$ cat src/rtl/core/flba_pkg.sv
// ---------------------------------------------------------------------------
// flba_pkg
// Shared types and constants of the free-list / bump allocator core.
// ---------------------------------------------------------------------------
package flba_pkg;

    localparam int CFG_IDX_W  = 4;
    localparam int CFG_DATA_W = 32;

    localparam logic [CFG_IDX_W-1:0] CFG_ARENA_BASE  = 4'd0;
    localparam logic [CFG_IDX_W-1:0] CFG_PAGE_BYTES  = 4'd1;
    localparam logic [CFG_IDX_W-1:0] CFG_HEADER      = 4'd2;
    localparam logic [CFG_IDX_W-1:0] CFG_FIRST_HDR   = 4'd3;

    localparam logic [31:0] ARENA_BASE_RST = 32'd65536;
    localparam logic [20:0] PAGE_BYTES_RST = 21'd4096;
    localparam logic [8:0]  HEADER_RST     = 9'd8;
    localparam logic [8:0]  FIRST_HDR_RST  = 9'd64;

    localparam logic        MODE_ALLOC = 1'b0;
    localparam logic        MODE_FREE  = 1'b1;

    localparam logic [1:0]  ST_OK        = 2'd0;
    localparam logic [1:0]  ST_EXHAUSTED = 2'd1;
    localparam logic [1:0]  ST_STACK_FULL = 2'd2;
    localparam logic [1:0]  ST_BAD_FREE  = 2'd3;

    typedef struct packed {
        logic        mode;
        logic [12:0] elem_bytes;
        logic [3:0]  align_log2;
        logic [31:0] free_addr;
    } fl_req_t;

    typedef struct packed {
        logic [31:0] addr;
        logic [1:0]  status;
        logic [31:0] live_count;
        logic [31:0] peak_count;
        logic [8:0]  pages_in_use;
    } fl_rsp_t;

    typedef struct packed {
        logic load_req;
        logic align_en;
        logic fit_en;
        logic commit;
    } fl_cmd_t;

endpackage

$ cat src/rtl/core/flba_ctrl.sv
// ---------------------------------------------------------------------------
// flba_ctrl
// Request sequencer: accept, align, fit check, commit into the result register.
// ---------------------------------------------------------------------------
module flba_ctrl (
    input  logic              aclk,
    input  logic              aresetn,
    input  logic              s_valid,
    output logic              s_ready,
    output logic              m_valid,
    input  logic              m_ready,
    output flba_pkg::fl_cmd_t cmd
);

    typedef enum logic [1:0] {
        S_IDLE,
        S_ALIGN,
        S_FIT,
        S_COMMIT
    } state_t;

    state_t state_reg, state_next;
    logic   m_valid_reg, m_valid_next;
    logic   commit;

    assign s_ready = (state_reg == S_IDLE);
    assign m_valid = m_valid_reg;
    assign commit  = (state_reg == S_COMMIT) && (!m_valid_reg || m_ready);

    assign cmd.load_req = s_valid && s_ready;
    assign cmd.align_en = (state_reg == S_ALIGN);
    assign cmd.fit_en   = (state_reg == S_FIT);
    assign cmd.commit   = commit;

    always_comb begin
        state_next   = state_reg;
        m_valid_next = m_valid_reg;
        if (m_valid_reg && m_ready) begin
            m_valid_next = 1'b0;
        end
        case (state_reg)
            S_IDLE: begin
                if (s_valid) begin
                    state_next = S_ALIGN;
                end
            end
            S_ALIGN:  state_next = S_FIT;
            S_FIT:    state_next = S_COMMIT;
            S_COMMIT: begin
                if (commit) begin
                    m_valid_next = 1'b1;
                    state_next   = S_IDLE;
                end
            end
            default:  state_next = S_IDLE;
        endcase
    end

    always_ff @(posedge aclk) begin
        if (!aresetn) begin
            state_reg   <= S_IDLE;
            m_valid_reg <= 1'b0;
        end else begin
            state_reg   <= state_next;
            m_valid_reg <= m_valid_next;
        end
    end

endmodule

$ cat config.mk
export PLATFORM = sky130hd
export DESIGN_NAME = flba_ctrl
export DESIGN_NICKNAME = d
export VERILOG_FILES = /design/src/rtl/core/flba_pkg.sv /design/src/rtl/core/flba_ctrl.sv
export SDC_FILE = /design/constraint.sdc
export NUM_CORES = 1
export LEC_CHECK = 0
export CORE_AREA = 2 2 39 41
export DETAILED_ROUTE_END_ITERATION = 7
export DIE_AREA = 0 0 41 43
export DONT_BUFFER_PORTS = 1
export MAX_ROUTING_LAYER = met4
export SLEW_MARGIN = 0
export SYNTH_ARGS = -nofsm -noshare
export SYNTH_HDL_FRONTEND = slang
export SYNTH_SLANG_ARGS = --single-unit
$ cat constraint.sdc
create_clock -name aclk -period 1.5 [get_ports aclk]
set_input_delay 0.3 -clock aclk [delete_from_list [all_inputs] [get_ports aclk]]
set_output_delay 0.3 -clock aclk [all_outputs]
set_load 0.05 [all_outputs]
==> results_dict.tcl <==
set metrics [dict create \
    status "completed" \
    maxCapViolations 0 \
    drt-pass1-iter-count 1 \
    syn_inst 24 \
    syn_to_final_growth_pct 34.08 \
    num-fill-cells 154 \
    grt_pass1_vias 159 \
    ys.warnings.count 0 \
    die-area_um2 1763 \
    track_usage_pct 5.852 \
    critPathSlowestCell "dfxtp_1" \
    drcViolationCount 0 \
    h-tree-depth 1 \
    ctsHoldBuffers 0 \
    row_count 14 \
    clockBufferDepth 2 \
    drive_gt1_share_pct 38.71 \
    nets 41 \
    cts_buffers 3 \
    die_y_um 43 \
    min-delay-start "aresetn" \
    hold_ws_ps 198.2 \
    tightest_slew_ps 163.7 \
    seq_area_frac_synth_pct 26.82 \
    clock_latency_ps 230 \
    ys_ff_latch 3 \
    clkTransAtPathRegs_ps 40 \
    crit_type "flop to output pin" \
    initial_core_util_pct 16.18 \
    dp_hpwl_um 337.6 \
    path_cells "inv_1 > ha_2 > and2_4" \
    cp-startpoint "state_reg[1]" \
    cts_root_buf "clkbuf_4" \
    gr-total-overflow 0 \
    die_x_um 41 \
    tritoncts "yes" \
    vias 177 \
    critPathMaxFanout 5 \
    syn-num-nets 33 \
    fp.coreArea_um2 1384 \
    n_antenna_cell 0 \
    postRouteWirelength_um 408 \
    synth_area_um2 224.0 \
    clock-sinks 3 \
    drt_first_iter_violations 0 \
    critPathCaptureType "output pin" \
    via_per_inst 3.766 \
    setup_violations 0 \
    rsz0062_at_grt "no" \
    seqCellArea_um2 61.31 \
    most-common-layout-cells "ha_1 (4), buf_4 (4), inv_1 (3), clkbuf_4 (3)" \
    synth.distinct_cells 14 \
    ios 10 \
    required_ps 1200 \
    max_slew_margin_pct 89.07 \
    routedWlPerCell_um 8.681 \
    final_max_slew_viol_count 0 \
    max_freq_ghz 0.7056 \
    setup_tns_ps 0 \
    largest_register_ff_count 2 \
    gp_congestion 0.5937 \
    finClkSkew_ps 1.814 \
    ant_nets 0 \
    cts_setup_buffers 0 \
    min_period_ps 1417 \
    min_period_over_period_pct 94.48 \
    max_stage_delay_ps 340 \
    worstHoldPathType "primary input to flop" \
    multi_input_area_um2 151.4 \
    grt_max_degree 6 \
    report.final.hold_viol_count 0 \
    r2r_start "state_reg[1]" \
    io_buffers 0 \
    antenna_found_initial 0 \
    crit_arrival_ps 1120 \
    cp-start-kind "flop" \
    grt_pass1_wl_um 579 \
    synth.avg_cell_area_um2 9.332 \
]
per-stage QoR:
step	cell area, µm²	utilization [%]	setup slack, ps	cells
after global routing	300.3	21.70	21.62	47
after global placement	270.3	19.53	256.3	43
after CTS	297.8	21.52	33.68	47
after detailed placement	270.3	19.53	224.7	43
final	300.3	21.70	82.75	47
after floorplan	227.7	-	54.99	24
Yosys cell counts:
cell type	instances	share of area [%]
nand2b_1	1	2.8
and2_1	1	2.8
inv_1	3	5.0
ha_1	5	28
nor2_1	1	1.7
and2_2	1	3.4
mux2i_1	1	4.5
nand2_1	2	3.4
and3b_1	1	3.9
a21oi_2	1	3.9
o31a_1	1	3.9
buf_4	1	3.4
o21a_1	2	6.7
dfxtp_1	3	27
layout make-up:
class / instances / area share, %
clock buffer: 4 / 8.750
tap: 16 / 6.667
inverter: 3 / 3.750
sequential: 3 / 20.42
multi-input combinational: 17 / 50.42
timing repair buffer: 4 / 10.00
routing by layer:
layer / vias to the layer above / share of wire, % / global-route usage (%)
met5: - / 0 / -
met2: 7 / 47 / 6.875
li1: 91 / - / -
met4: 0 / 0 / 8.000
met3: 0 / 15 / 5.759
met1: 79 / 38 / 3.834
critical path, delay by kind of cell (launching register included):
family / cells / cell delay, ps
adders and majority gates: 1 / 210
DFF: 1 / 340
buffers and inverters: 1 / 90
and+or+nand+nor: 1 / 240
final timing paths:
kind,slack (ps),cells after the start,to
setup / recovery,80,3,cmd[3]
hold / removal,200,1,m_valid
setup reg to reg,280,4,state_reg[0]
hold reg to reg,510,2,state_reg[1]
logic make-up (layout without fill, tap and decap cells):
group	count (synthesis)	count (layout)	share of synthesized area (%)
AO/OA/AOI/OAI	4	4	14.52
multiplexers	1	1	4.469
flip-flops	3	3	26.82
AND/OR/NAND/NOR	7	7	17.88
adder cells (fa/ha/maj)	5	5	27.93
buffers and inverters	4	11	8.381
what timing repair did:
item	in CTS	in global routing
setup endpoints to repair	1	3
resized for setup	1	2
pin swaps	0	0
Power is not shown: default switching activity piles up to over one toggle a cycle in this logic, so the estimate is an artifact.
